--- config.mk ---
export PLATFORM = sky130hd
export DESIGN_NAME = skt_ctrl
export DESIGN_NICKNAME = d
export VERILOG_FILES = /design/src/sv/skt_pkg.sv /design/src/sv/skt_ctrl.sv
export SDC_FILE = /design/constraint.sdc
export NUM_CORES = 1
export LEC_CHECK = 0
export BUFFER_PORTS_ARGS = -buffer_cell sky130_fd_sc_hd__clkbuf_2
export CAP_MARGIN = 20
export CORE_AREA = 2 2 228 230
export CTS_CLUSTER_DIAMETER = 80
export DETAILED_ROUTE_END_ITERATION = 6
export DIE_AREA = 0 0 230 232
export HOLD_SLACK_MARGIN = 0.08
export PLACE_DENSITY = 0.64
export REMOVE_ABC_BUFFERS = 1
export SYNTH_ARGS = -nofsm -noshare
export SYNTH_HDL_FRONTEND = slang
export SYNTH_SLANG_ARGS = --single-unit
--- constraint.sdc ---
create_clock -name i_clk -period 14.8 [get_ports i_clk]
set_clock_uncertainty 0.1 [all_clocks]
set_input_delay 0.74 -clock i_clk [delete_from_list [all_inputs] [get_ports i_clk]]
set_output_delay 0.74 -clock i_clk [all_outputs]
set_load 0.01 [all_outputs]
--- src/sv/skt_pkg.sv ---
`timescale 1ns / 1ps

package skt_pkg;

    localparam int unsigned DEPTH_DEFAULT = 64;

    localparam int unsigned KEY_W   = 64;
    localparam int unsigned TYPE_W  = 8;
    localparam int unsigned FLAGS_W = 32;
    localparam int unsigned POS_W   = 7;
    localparam int unsigned CAP_W   = 7;

    localparam logic [CAP_W-1:0] CAP_RESET = 7'd64;

    localparam logic KIND_REGISTER = 1'b0;
    localparam logic KIND_FIND     = 1'b1;

    localparam logic STATUS_DONE = 1'b0;
    localparam logic STATUS_FULL = 1'b1;

    typedef struct packed {
        logic               kind;
        logic [KEY_W-1:0]   primary_key;
        logic [KEY_W-1:0]   secondary_key;
        logic [TYPE_W-1:0]  entry_type;
        logic [FLAGS_W-1:0] entry_flags;
    } t_req;

    typedef struct packed {
        logic               status;
        logic               hit;
        logic [TYPE_W-1:0]  hit_type;
        logic [FLAGS_W-1:0] hit_flags;
        logic [POS_W-1:0]   position;
    } t_rsp;

    typedef struct packed {
        logic [KEY_W-1:0]   primary_key;
        logic [KEY_W-1:0]   secondary_key;
        logic [TYPE_W-1:0]  entry_type;
        logic [FLAGS_W-1:0] entry_flags;
    } t_entry;

endpackage

--- src/sv/skt_ctrl.sv ---
`timescale 1ns / 1ps

module skt_ctrl #(
    parameter int unsigned TABLE_DEPTH = skt_pkg::DEPTH_DEFAULT
) (
    input  logic                           i_clk,
    input  logic                           i_rst_n,
    input  logic                           i_start,
    output logic                           o_busy,
    input  skt_pkg::t_req                  i_req,
    input  logic                           i_cfg_we,
    input  logic [skt_pkg::CAP_W-1:0]      i_cfg_data,
    output logic                           o_mem_we,
    output logic [$clog2(TABLE_DEPTH)-1:0] o_mem_waddr,
    output skt_pkg::t_entry                o_mem_wdata,
    output logic                           o_mem_re,
    output logic [$clog2(TABLE_DEPTH)-1:0] o_mem_raddr,
    input  skt_pkg::t_entry                i_mem_rdata,
    output logic                           o_done,
    output skt_pkg::t_rsp                  o_rsp
);
    import skt_pkg::*;

    localparam int unsigned AW = $clog2(TABLE_DEPTH);
    localparam int unsigned CW = $clog2(TABLE_DEPTH + 1);
    localparam int unsigned MW = (CW > CAP_W) ? CW : CAP_W;
    localparam logic [MW-1:0] DEPTH_M = MW'(TABLE_DEPTH);

    localparam logic [2:0] ST_IDLE     = 3'd0;
    localparam logic [2:0] ST_SEARCH   = 3'd1;
    localparam logic [2:0] ST_CMP      = 3'd2;
    localparam logic [2:0] ST_SHIFT_RD = 3'd3;
    localparam logic [2:0] ST_SHIFT_WR = 3'd4;
    localparam logic [2:0] ST_WRITE    = 3'd5;

    logic [2:0]       r_state, n_state;
    logic [CW-1:0]    r_count, n_count;
    logic [CAP_W-1:0] r_cap;
    t_req             r_req, n_req;
    logic [CW-1:0]    r_lo, n_lo;
    logic [CW-1:0]    r_hi, n_hi;
    logic [AW-1:0]    r_mid, n_mid;
    logic [CW-1:0]    r_ptr, n_ptr;
    logic             r_hit, n_hit;
    logic             r_done, n_done;
    t_rsp             r_rsp, n_rsp;

    logic                  full;
    logic [CW:0]           mid_sum;
    logic [CW-1:0]         mid_val;
    logic [CW-1:0]         ptr_m1;
    logic [2*KEY_W-1:0]    ent_key;
    logic [2*KEY_W-1:0]    req_key;
    logic                  key_eq;
    logic                  key_lt;

    // the limit that applies is the smaller of capacity and built depth
    assign full = (MW'(r_count) >= MW'(r_cap)) || (MW'(r_count) >= DEPTH_M);

    assign mid_sum = {1'b0, r_lo} + {1'b0, r_hi};
    assign mid_val = mid_sum[CW:1];
    assign ptr_m1  = r_ptr - 1'b1;

    assign ent_key = {i_mem_rdata.primary_key, i_mem_rdata.secondary_key};
    assign req_key = {r_req.primary_key, r_req.secondary_key};
    assign key_eq  = (ent_key == req_key);
    assign key_lt  = (ent_key < req_key);

    always_comb begin
        n_state = r_state;
        n_count = r_count;
        n_req   = r_req;
        n_lo    = r_lo;
        n_hi    = r_hi;
        n_mid   = r_mid;
        n_ptr   = r_ptr;
        n_hit   = r_hit;
        n_done  = 1'b0;
        n_rsp   = r_rsp;

        o_mem_we    = 1'b0;
        o_mem_waddr = r_lo[AW-1:0];
        o_mem_wdata = i_mem_rdata;
        o_mem_re    = 1'b0;
        o_mem_raddr = mid_val[AW-1:0];

        unique case (r_state)
            ST_IDLE: begin
                if (i_start) begin
                    n_req = i_req;
                    if (i_req.kind == KIND_REGISTER && full) begin
                        n_done          = 1'b1;
                        n_rsp.status    = STATUS_FULL;
                        n_rsp.hit       = 1'b0;
                        n_rsp.hit_type  = '0;
                        n_rsp.hit_flags = '0;
                        n_rsp.position  = '0;
                    end else begin
                        n_lo    = '0;
                        n_hi    = r_count;
                        n_hit   = 1'b0;
                        n_state = ST_SEARCH;
                    end
                end
            end
            ST_SEARCH: begin
                if (r_lo < r_hi) begin
                    o_mem_re    = 1'b1;
                    o_mem_raddr = mid_val[AW-1:0];
                    n_mid       = mid_val[AW-1:0];
                    n_state     = ST_CMP;
                end else if (r_req.kind == KIND_FIND) begin
                    n_done          = 1'b1;
                    n_rsp.status    = STATUS_DONE;
                    n_rsp.hit       = 1'b0;
                    n_rsp.hit_type  = '0;
                    n_rsp.hit_flags = '0;
                    n_rsp.position  = POS_W'(r_lo);
                    n_state         = ST_IDLE;
                end else begin
                    // open a gap at the insertion point, top entry first
                    n_ptr   = r_count;
                    n_state = (r_count > r_lo) ? ST_SHIFT_RD : ST_WRITE;
                end
            end
            ST_CMP: begin
                if (key_eq) begin
                    n_hit = 1'b1;
                    n_lo  = CW'(r_mid);
                    if (r_req.kind == KIND_FIND) begin
                        n_done          = 1'b1;
                        n_rsp.status    = STATUS_DONE;
                        n_rsp.hit       = 1'b1;
                        n_rsp.hit_type  = i_mem_rdata.entry_type;
                        n_rsp.hit_flags = i_mem_rdata.entry_flags;
                        n_rsp.position  = POS_W'(r_mid);
                        n_state         = ST_IDLE;
                    end else begin
                        n_state = ST_WRITE;
                    end
                end else begin
                    if (key_lt) begin
                        n_lo = CW'(r_mid) + 1'b1;
                    end else begin
                        n_hi = CW'(r_mid);
                    end
                    n_state = ST_SEARCH;
                end
            end
            ST_SHIFT_RD: begin
                o_mem_re    = 1'b1;
                o_mem_raddr = ptr_m1[AW-1:0];
                n_state     = ST_SHIFT_WR;
            end
            ST_SHIFT_WR: begin
                o_mem_we    = 1'b1;
                o_mem_waddr = r_ptr[AW-1:0];
                o_mem_wdata = i_mem_rdata;
                n_ptr       = ptr_m1;
                n_state     = (ptr_m1 > r_lo) ? ST_SHIFT_RD : ST_WRITE;
            end
            ST_WRITE: begin
                o_mem_we                  = 1'b1;
                o_mem_waddr               = r_lo[AW-1:0];
                o_mem_wdata.primary_key   = r_req.primary_key;
                o_mem_wdata.secondary_key = r_req.secondary_key;
                o_mem_wdata.entry_type    = r_req.entry_type;
                o_mem_wdata.entry_flags   = r_req.entry_flags;
                if (!r_hit) begin
                    n_count = r_count + 1'b1;
                end
                n_done          = 1'b1;
                n_rsp.status    = STATUS_DONE;
                n_rsp.hit       = r_hit;
                n_rsp.hit_type  = '0;
                n_rsp.hit_flags = '0;
                n_rsp.position  = POS_W'(r_lo);
                n_state         = ST_IDLE;
            end
            default: begin
                n_state = ST_IDLE;
            end
        endcase
    end

    always_ff @(posedge i_clk) begin
        if (!i_rst_n) begin
            r_state <= ST_IDLE;
            r_count <= '0;
            r_cap   <= CAP_RESET;
            r_done  <= 1'b0;
        end else begin
            r_state <= n_state;
            r_count <= n_count;
            r_done  <= n_done;
            if (i_cfg_we) begin
                r_cap <= i_cfg_data;
            end
        end
    end

    always_ff @(posedge i_clk) begin
        r_req <= n_req;
        r_lo  <= n_lo;
        r_hi  <= n_hi;
        r_mid <= n_mid;
        r_ptr <= n_ptr;
        r_hit <= n_hit;
        r_rsp <= n_rsp;
    end

    assign o_busy = (r_state != ST_IDLE);
    assign o_done = r_done;
    assign o_rsp  = r_rsp;

endmodule

# Word level (Yosys, flattened, before mapping)
# Cells that the tools add are included.
totals:
  out_inout_bits: 233
  elab_cells: 110
  regBits: 264
op_classes:
  bitwise: 2
  n_eq_ne: 17
  muxes: 45
  n_reduce_logical: 17
  order_cmp: 6
  addsub: 4
ops:
  columns: ["operator", "count"]
  rows:
  - ["two-way mux 49 bit", 6]
  - ["case mux 49 bit (4 select lines)", 1]
  - ["two-way mux 168 bit", 1]
  - ["equality test 128 bit", 1]
  - ["less-than comparator 128 bit", 1]
  - ["two-way mux 7 bit", 10]
  - ["case mux 7 bit (2 select lines)", 3]
  - ["two-way mux 3 bit", 8]
  - ["inequality test 2 bit, second input constant", 10]
  - ["case mux 3 bit (5 select lines)", 1]
  - ["> comparator 7 bit", 2]
  - ["two-way mux 6 bit", 2]
  - ["two-way mux 1 bit", 10]
  - ["AND reduction 2 bit", 4]
  - ["AND reduction 4 bit", 2]
  - ["adder 6 x 1 -> 7 bit, second input constant", 1]
  - ["adder 7 x 1 -> 7 bit, second input constant", 1]
  - ["adder 7 bit", 1]
  - [">= comparator 7 bit", 1]
  - [">= comparator 7 bit, second input constant", 1]
  - ["less-than comparator 7 bit", 1]
  - ["AND reduction 7 bit", 1]
  - ["subtractor 7 x 1 -> 7 bit, second input constant", 1]
  - ["equality test 3 x 2 -> 1 bit, second input constant", 2]
  - ["15 further kinds", 19]

# Longest topological paths before layout
# Gate-level depths: netlist (run 1).
depth:
  word_depth: 6
  depth_mapped: 12
  depth_no_buf: 12

# Least setup slack after synthesis (run 1)
# OpenSTA, ideal clock, no wires.
synth_path:
  kind: "register -> register"
  startpoint: "reg r_state[1]"
  endpoint: "reg r_lo[0], enable pin"
  stages_incl_launch_ff: 8
  arrival_time_ns: 9.025
  slack_ns: 5.319
  required_ns: 14.344
  setup_ns: 0.356
  path_cell_list: "dfxtp_1 clkbuf_2 or2_2 nor2_1 inv_1 nor2_1 nand2b_1 nand3_1"
synth_between:
  elab_chain_len: 3
  word_cells_on_any_way: 7
  cone_classes: "eq/ne: 4; reduce/logical: 3"
synth_rtl:
  columns: ["item", "line", "source"]
  rows:
  - ["start, declared", "skt_ctrl.sv:36", "logic [2:0] r_state, n_state;"]
  - ["start signal, assigned", "skt_ctrl.sv:193", "r_state <= n_state;"]
  - ["equality test 3 x 2 -> 1 bit / zero test 3 bit (equally long branches)", "skt_ctrl.sv:87", "unique case (r_state)"]
  - ["inequality test 3 bit (no source line), or another cell as far along", null, null]
  - ["AND reduction 4 bit (no source line) (*)", null, null]
  - ["end signal, assigned", "skt_ctrl.sv:204", "r_lo <= n_lo;"]
  - ["end, declared", "skt_ctrl.sv:40", "logic [CW-1:0] r_lo, n_lo;"]
# Every way passes the cells marked *; elsewhere a longest branch is shown, timed or not.
# A chain may end at the register's enable or synchronous reset.

==> flow_summary.ini, run 1 <==
[power_and_ir_drop]
finalPower_mw = 2.189
ir_worst_vdd_mv = 0.08395
p_leak_nw = 9.490
powerDensity_nw_per_um2 = 110.9

[clocking]
post_cts_resized = 0
ctsHoldBuffers = 0
clk_path_buf_depth = 3
clk_latency_ns = 0.53
clock-sinks = 264
numCtsBuffers = 34
htree_num_levels = 2
clk_root_buffer_cell = clkbuf_16
cts_tree = done
clkTransAtPathRegs_ns = 0.06
cts_setup_buffers = 0

[sta]
tightest_slew_ns = 0.9913
relSlewSlack_pct = 33.21
rsz0062_at_grt = false
tns_ns = 0
max_freq_mhz = 229.1
fin_crit_ns = 4.364
fin_crit_sh_pct = 29.49
hold_violations = 0
slew_violations = 0
setup-violations-final = 0

[die]
rows = 83
dieArea_um2 = 53360
start_util_pct = 29.51
die_height_um = 232
die_w_um = 230
pin_count = 581
core-area_um2 = 50890

[critical_path]
cp.arrival_ns = 3.52
crit_path_start = r_state[1]
cp-start-kind = flop
required_ns = 13.96
cp-end-kind = primary output
cp_max_fo = 70
reg2reg_from = r_req[157]
crit_type = reg -> out
r2r_cells = 9

[routing]
num_vias = 12700
wl_per_cell_um = 18.67
drtPass1Iterations = 5
drc = 0
antenna_left = 0
first_iter_violations = 641
routed_wl_um = 50310
viasPerCell = 4.712

[min_path]
min-delay-start = i_req[105]
hold_depth = 1
min_path_type = in -> reg

[global_routing]
grt_usage_pct = 18.08
antenna_found_initial = 3
grt_pass1_wl_um = 73290
grt_pass1_vias = 12710
grt_max_degree = 75
grt_overflow = 0

[synthesis]
syn-cell-area_um2 = 15020
yosys_most_used_dff = edfxtp_1
synthCells = 1408
synth-seq-area-share_pct = 51.59
yosys_warnings = 0
ys_async_sr_fraction_pct = 0
synth.distinct_cells = 62
synth-edff-count = 246
synth_seq_cells = 264
syn_avg_cell_area_um2 = 10.67

[placed_design]
placed_cells_incl_taps = 2631
portBuffers = 580
place_hpwl_um = 40590
routabilityCongestion = 0.9505

[layout]
final_cell_mix = clkbuf_2, edfxtp_1, nand2_1
mostFrequentLayoutCell = clkbuf_2
layout.nets = 2500
area_growth_pct = 31.38
num-fill-cells = 5047
final_cell_count_no_fill = 2695
drive_above_1_share_pct = 34.99

[flow_run]
drv_cap = 0

[outcome]
status = finished, final reports clean
report_power, final:
part           switching [mW]  internal, mW
combinational           0.283         0.173
clock                   0.329         0.452
sequential             0.0331         0.919
Yosys cell counts (6+ instances only):
library cell / count / area, um^2
nor3_1: 12 / 60.06
clkbuf_1: 43 / 161.4
nand2b_1: 6 / 37.54
nor2_1: 37 / 138.9
o21ai_0: 163 / 815.8
mux2i_1: 7 / 70.07
and2_1: 46 / 287.8
xnor2_1: 13 / 113.9
ha_1: 163 / 2039
dfxtp_1: 18 / 360.4
nand4_1: 35 / 219.0
nand2_1: 191 / 716.9
a21oi_1: 75 / 375.4
nor2b_1: 15 / 93.84
mux2_2: 45 / 506.7
xor2_1: 6 / 52.55
nand3_1: 24 / 120.1
a21o_1: 10 / 75.07
inv_1: 168 / 630.6
a211oi_1: 6 / 45.04
edfxtp_1: 246 / 7387
sequential cells by signal (all words and copies together) (netlist names):
signal	cells
r_req	169
r_cap	7
r_state	3
o_rsp	49
r_count	7
o_done	1
r_hi	7
r_ptr	7
r_mid	6
r_hit	1
r_lo	7
stage by stage:
stage / cell area, um^2 / worst slack [ns] / util [%] / hold WS (ns)
floorplan: 14830 / 5.376 / - / 0.3724
global placement: 18680 / 10.66 / 36.72 / 0.4063
detailed placement: 18680 / 10.62 / 36.72 / 0.4147
CTS: 19720 / 10.39 / 38.75 / 0.2351
global route: 19730 / 10.19 / 38.77 / 0.2456
finish: 19730 / 10.44 / 38.77 / 0.2792
layout make-up:
type	instances	area (um^2)	share of cell area [%]
clock inverters	19	135.1	0.6849
multi-input cells	929	6477	32.83
flip-flops and latches	264	7747	39.27
well taps	680	850.8	4.312
repair buffers	591	2983	15.12
diodes	3	7.507	0.03805
clock buffers	41	898.4	4.553
inverters	168	630.6	3.196
worst max-delay path, stage by stage, from the launching register on:
cell and delay, ns:
dfxtp_1 0.47, nor2_1 0.18, nand2_4 0.52, buf_4 0.60, buf_4 0.57, mux2_2 0.41
clkbuf_2 0.14
path summary, 6_finish.rpt:
path	to	slack (ns)
worst max-delay path	o_mem_wdata[27]	10.44
worst min-delay path	r_req[105]	0.28
worst max register to register	o_rsp[30]	10.97
worst min register to register	r_cap[6]	0.42
per-layer routing:
layer | part of all wire (%) | track usage [%] | vias up
met5 | 0.026 | 0 | -
met4 | 3.2 | 6.956 | 2
met3 | 8.0 | 4.998 | 89
met2 | 49 | 30.74 | 518
met1 | 40 | 21.71 | 5905
li1 | - | - | 6185
cells by family after synthesis:
kind of cell,after synthesis,share of synthesized area (%)
AND/OR/NAND/NOR,395,13.14
buffers and inverters,215,5.457
flip-flops,264,51.59
adder cells (fa/ha/maj),164,13.71
multiplexers,52,3.841
AO/OA/AOI/OAI,299,11.16
XOR/XNOR,19,1.108
Note: power is estimated with default switching activity, not from simulation.
==> inputs of run 2 (changes only) <==
--- a/config.mk
+++ b/config.mk
@@ -5,14 +5,15 @@
 export SDC_FILE = /design/constraint.sdc
 export NUM_CORES = 1
 export LEC_CHECK = 0
+export ABC_AREA = 1
 export BUFFER_PORTS_ARGS = -buffer_cell sky130_fd_sc_hd__clkbuf_2
 export CAP_MARGIN = 20
-export CORE_AREA = 2 2 228 230
+export CORE_AREA = 2 2 223 225
 export CTS_CLUSTER_DIAMETER = 80
 export DETAILED_ROUTE_END_ITERATION = 6
-export DIE_AREA = 0 0 230 232
+export DIE_AREA = 0 0 225 227
 export HOLD_SLACK_MARGIN = 0.08
-export PLACE_DENSITY = 0.64
+export PLACE_DENSITY = 0.66
 export REMOVE_ABC_BUFFERS = 1
 export SYNTH_ARGS = -nofsm -noshare
 export SYNTH_HDL_FRONTEND = slang
==> constraint.sdc (replaced) <==
create_clock -name i_clk -period 4.15 [get_ports i_clk]
set_clock_uncertainty 0.1 [all_clocks]
set_input_delay 0.2075 -clock i_clk [delete_from_list [all_inputs] [get_ports i_clk]]
set_output_delay 0.2075 -clock i_clk [all_outputs]
set_load 0.01 [all_outputs]
==> run 2 against run 1 <==
Area after synthesis is 0.37% higher. First-iteration DRC count is 28% higher. Flip-flop and latch count stayed put. Largest power group unchanged. Highest routed layer unchanged. Sequential share of layout area is 4.2 points lower. Sequential power grew to 4.6 times the previous value. Clock power grew to 3.6 times the previous value. Synthesized cell count is 16% higher. Via count is 15% higher. Routed wire length is 6.6% higher. Total power grew to 5.2 times the previous value. Setup slack worse by 9.5 ns. Die area is 4.3% lower.
==> flow_summary.ini, run 2 <==
[outcome]
status = finished, final reports clean

[synthesis]
synthCells = 1634
synth.area.top_cells = edfxtp_1, ha_1, nand2_1
synth.distinct_cells = 40
syn-cell-area_um2 = 15070
yosysMostFrequentCell = nand2_1
yosysTopAreaCellShare_pct = 49.00
synthTopCellsByCount = nand2_1, inv_1, edfxtp_1, o21ai_0, ha_1
yosys_most_used_dff = edfxtp_1
synth-seq-area-share_pct = 51.39
ys_async_sr_fraction_pct = 0
yosys.area.top_type = edfxtp_1
synth-edff-count = 246
yosys_warnings = 0
synth_seq_cells = 264
syn_avg_cell_area_um2 = 9.225

[layout]
final_cell_mix = clkbuf_2, nand2_1, inv_1
num-fill-cells = 4435
mostFrequentLayoutCell = clkbuf_2
regMostFlops = r_req
drive_above_1_share_pct = 26.52
largest_reg_flops = 169
layout.nets = 2953
area_growth_pct = 46.36

[die]
pin_count = 581
core-area_um2 = 48550
rows = 81
start_util_pct = 31.05
die_w_um = 225
die_height_um = 227
dieArea_um2 = 51080

[clocking]
cts_setup_buffers = 0
htree_num_levels = 1
clk_root_buffer_cell = clkbuf_16
clk_path_buf_depth = 3
cts_tree = done
clk_latency_ns = 0.59
clock-sinks = 264
clkTransAtPathRegs_ns = 0.06
numCtsBuffers = 31

[routing]
antenna_left = 0
first_iter_violations = 818
wl_per_cell_um = 17.34
drtPass1Iterations = 5
viasPerCell = 4.725
routed_wl_um = 53610
num_vias = 14600
drc = 0

[placed_design]
pre_cts_ws_ns = 0.7610
portBuffers = 580
place_hpwl_um = 39830
routabilityCongestion = 0.9664

[global_routing]
grt_overflow = 0
grt_max_degree = 101
grt_pass1_vias = 14810
grt_pass1_wl_um = 79770
antenna_found_initial = 4
grt_usage_pct = 20.10

[sta]
fin_crit_sh_pct = 76.74
slew_violations = 0
fin_ws_ns = 0.9652
tightest_slew_ns = 0.8482
setup-violations-final = 0
fin_crit_ns = 3.185
relSlewSlack_pct = 43.45
max_freq_mhz = 314.0
hold_violations = 0
rsz0062_at_grt = false
holdWs_ns = 0.2240

[critical_path]
critPathTopFamily = simple AND/OR/NAND/NOR gates
cp-end-kind = flop
crit_chain = inv_1 -> ha_1 -> nand2_1 -> nor2_1 -> nand4_1 -> nor2_1 -> nand4_1 -> nor2_1 -> nand2_1 -> a21oi_1
cp.arrival_ns = 3.29
crit_path_frequent_cell = nor2_1
slowest_delay_ns = 0.56
slowest_stage = a21oi_1
crit_type = reg -> reg
cp_max_fo = 7
required_ns = 4.25
timing.critical_path.buf_inv = 1
cp-start-kind = flop

[min_path]
min_path_type = in -> reg

[power_and_ir_drop]
ir_worst_vdd_mv = 0.3585
powerDensity_nw_per_um2 = 518.1
p_leak_nw = 10.85

[flow_run]
drv_cap = 0
[run 2: worst paths after layout]
| path | start | cells after the start | end | slack (ns) |
|---|---|---|---|---|
| max | r_req[167] | 10 | r_hi[2] | 0.97 |
| min | i_req[137] | 2 | r_req[137] | 0.22 |
| max reg2reg | r_req[167] | 10 | r_hi[2] | 0.97 |
| min reg2reg | r_count[6] | 1 | r_count[6] | 0.44 |
[run 2: final cells by class]
cell class	instances	area, um^2	share of cell area [%]
Sequential cell	264	7747	35.11
Multi-Input combinational cell	1066	6171	27.97
Timing Repair Buffer	822	5350	24.25
Inverter	256	965.9	4.378
Clock buffer	36	794.5	3.601
Tap cell	622	778.2	3.527
Clock inverter	22	249.0	1.129
Antenna cell	3	7.507	0.03403
[run 2: worst reg2reg max path, cell delays in order, from the launching register on]
cell and delay [ns]:
edfxtp_1 0.33, inv_1 0.05, ha_1 0.28, nand2_1 0.06, nor2_1 0.18, nand4_1 0.25, nor2_1 0.29, nand4_1 0.27
nor2_1 0.31, nand2_1 0.11, a21oi_1 0.56
[run 2: power breakdown]
| group | total [mW] | switching (mW) | leakage [nW] | internal, mW |
|---|---|---|---|---|
| clock network | 2.84 | 1.16 | 0.516 | 1.68 |
| logic | 4.25 | 2.76 | 7.84 | 1.49 |
| registers | 4.34 | 0.331 | 2.49 | 4.01 |
| total | 11.4 | 4.25 | 10.9 | 7.18 |
[run 2: stage by stage]
stage	util, %	power [mW]	cells	instance area [um^2]	TNS (ns)
after floorplan	-	6.442	1586	14870	-1044.78
after global placement	38.49	8.314	2797	18680	0
after detailed placement	38.49	8.404	2797	18680	0
after CTS	45.42	11.46	3087	22050	0
after global routing	45.44	12.18	3089	22060	0
final	45.45	11.43	3091	22060	0
[run 2: routing by layer]
| metal | GRT usage, % | up-vias | part of all wire [%] |
|---|---|---|---|
| li1 | - | 7140 | - |
| met1 | 23.56 | 6703 | 39 |
| met4 | 8.588 | 4 | 4.5 |
| met3 | 3.911 | 157 | 6.5 |
| met5 | 0 | - | 0.043 |
| met2 | 35.87 | 600 | 50 |
[run 2: repair_timing]
item / CTS / global route
hold buffers: 232 / 0
resized for setup: 0 / 0
endpoints found under the hold margin: 227 / 0
[run 2: cell families (layout without fill, tap and decap cells)]
kind of cell,Yosys count,after routing,synth area share [%]
buffers and inverters,304,1136,7.736
flip-flops,264,264,51.39
adder cells (fa/ha/maj),164,164,13.66
XOR/XNOR,12,12,0.6972
AO/OA/AOI/OAI,360,360,12.35
other,0,3,0
AND/OR/NAND/NOR,530,530,14.16
==> inputs of run 3 (changes only) <==
--- a/config.mk
+++ b/config.mk
@@ -8,10 +8,10 @@
 export ABC_AREA = 1
 export BUFFER_PORTS_ARGS = -buffer_cell sky130_fd_sc_hd__clkbuf_2
 export CAP_MARGIN = 20
-export CORE_AREA = 2 2 223 225
+export CORE_AREA = 2 2 229 231
 export CTS_CLUSTER_DIAMETER = 80
 export DETAILED_ROUTE_END_ITERATION = 6
-export DIE_AREA = 0 0 225 227
+export DIE_AREA = 0 0 231 233
 export HOLD_SLACK_MARGIN = 0.08
 export PLACE_DENSITY = 0.66
 export REMOVE_ABC_BUFFERS = 1
==> constraint.sdc (replaced) <==
create_clock -name i_clk -period 2.9 [get_ports i_clk]
set_clock_uncertainty 0.1 [all_clocks]
set_input_delay 0.145 -clock i_clk [delete_from_list [all_inputs] [get_ports i_clk]]
set_output_delay 0.145 -clock i_clk [all_outputs]
set_load 0.01 [all_outputs]
==> run 3 against run 2 <==
Flip-flop and latch count unchanged. Combinational power is 55% higher. First-iteration DRC count grew 8.2%. Routed wire length is 3.8% higher. Final cell count up 2.8%. Core utilization down 1.4 points. Clock-buffer cell count up 4. Critical path type is now reg -> out. Highest routed layer is now met4.
==> flow_summary.ini, run 3 (synthesis results as in run 2) <==
[global_routing]
antenna_found_initial = 9
grt_pass1_wl_um = 82740
grt_pass1_vias = 15170
grt_max_degree = 100
grt_overflow = 0
grt_usage_pct = 19.85

[routing]
antenna_left = 0
routed_wl_um = 55640
first_iter_violations = 885
drc = 0
wl_per_cell_um = 17.51
viasPerCell = 4.695
drtPass1Iterations = 6
num_vias = 14920

[clocking]
clock-sinks = 264
clk_latency_ns = 0.55
clk_path_buf_depth = 3
htree_num_levels = 2
clk_root_buffer_cell = clkbuf_16
clkTransAtPathRegs_ns = 0.06
cts_tree = done
numCtsBuffers = 34

[die]
die_height_um = 233
pin_count = 581
core-area_um2 = 51090
die_w_um = 231
start_util_pct = 29.50
rows = 83
dieArea_um2 = 53820

[placed_design]
routabilityCongestion = 0.9698
portBuffers = 580
pre_cts_ws_ns = 0.1499
place_hpwl_um = 40820

[sta]
relSlewSlack_pct = 56.95
max_freq_mhz = 355.2
hold_violations = 0
setup-violations-final = 0
fin_crit_sh_pct = 97.09
fin_ws_ns = 0.08444
tightest_slew_ns = 0.6458
slew_violations = 0
fin_crit_ns = 2.816
tns_ns = 0
rsz0062_at_grt = true

[layout]
multi_input_area_um2 = 6260
mostFrequentLayoutCell = clkbuf_2
area_growth_pct = 49.23
seq_area_um2 = 7747
regMostFlops = r_req
num-fill-cells = 4786
largest_reg_flops = 169
drive_above_1_share_pct = 27.84
layout.nets = 2977
final_cell_mix = clkbuf_2, nand2_1, inv_1

[critical_path]
cp_max_fo = 4
r2r_cells = 13
required_ns = 2.65
cp-start-kind = flop
cp-end-kind = primary output
crit_type = reg -> out
cp.arrival_ns = 2.57

[power_and_ir_drop]
p_leak_nw = 11.00
ir_worst_vdd_mv = 0.4722
finalPower_mw = 17.06
powerDensity_nw_per_um2 = 758.4

[min_path]
hold_depth = 2
min_path_type = in -> reg

[flow_run]
drv_cap = 0

[outcome]
status = finished, final reports clean
## run 3: cell types whose count changed in the layout (fill, tap and decap cells not counted), sizes merged
cell,before,now
clkbuf,617,619
diode,3,8
bufinv,5,4
buf,9,32
clkinv,13,12
## run 3: where the power goes
part,switching (mW),internal [mW]
registers,0.484,5.74
clock network,1.73,2.53
logic,4.17,2.41
## run 3: final timing paths
kind	start	end	slack [ns]
min reg2reg	r_count[6]	r_count[6]	0.42
max	r_lo[3]	o_mem_raddr[5]	0.08
max reg2reg	r_req[95]	o_rsp[46]	0.20
min	i_req[31]	r_req[31]	0.21
## run 3: repair_timing
item | 4_1_cts | 5_1_grt
endpoints found under the hold margin | 227 | 0
gates resized for setup | 4 | 21
setup buffers | 0 | 8
endpoints found under the setup margin | 2 | 19
hold buffers | 232 | 0
pin swaps | 0 | 9
cloned | 0 | 1
## run 3: layout make-up
class                   instances  area share, %
clock buffers                  40          3.882
repair buffers                843          24.67
inverters                     256          4.305
clock inverters                20          1.001
well taps                     680          3.782
diodes                          8        0.08899
multi-input cells            1066          27.83
flip-flops and latches        264          34.44
## run 3: critical path, cell delays in order, from the launching register on
cell and delay (ns):
edfxtp_1 0.48, ha_4 0.32, inv_1 0.08, a21oi_2 0.22, o31ai_4 0.11, a21oi_2 0.13
nor2_1 0.05, nor2_1 0.11, xor2_1 0.19, nand2_1 0.06, o21ai_1 0.10, buf_2 0.19
## run 3: metrics by stage
step | util (%) | hold slack [ns] | std cells | area, um^2
after global placement | 36.95 | 0.2217 | 2868 | 18880
final | 44.03 | 0.2100 | 3177 | 22500
after global routing | 44.02 | 0.1934 | 3175 | 22490
after CTS | 43.66 | 0.1780 | 3160 | 22310
after floorplan | - | 0.1426 | 1586 | 14870
after detailed placement | 36.95 | 0.2236 | 2868 | 18880
## run 3: per-layer routing
layer	track usage [%]	routed length [um]	vias up
met5	0	0	-
li1	-	-	7174
met3	3.738	3618	166
met1	23.89	22340	6904
met4	9.556	2584	0
met2	34.11	27100	672
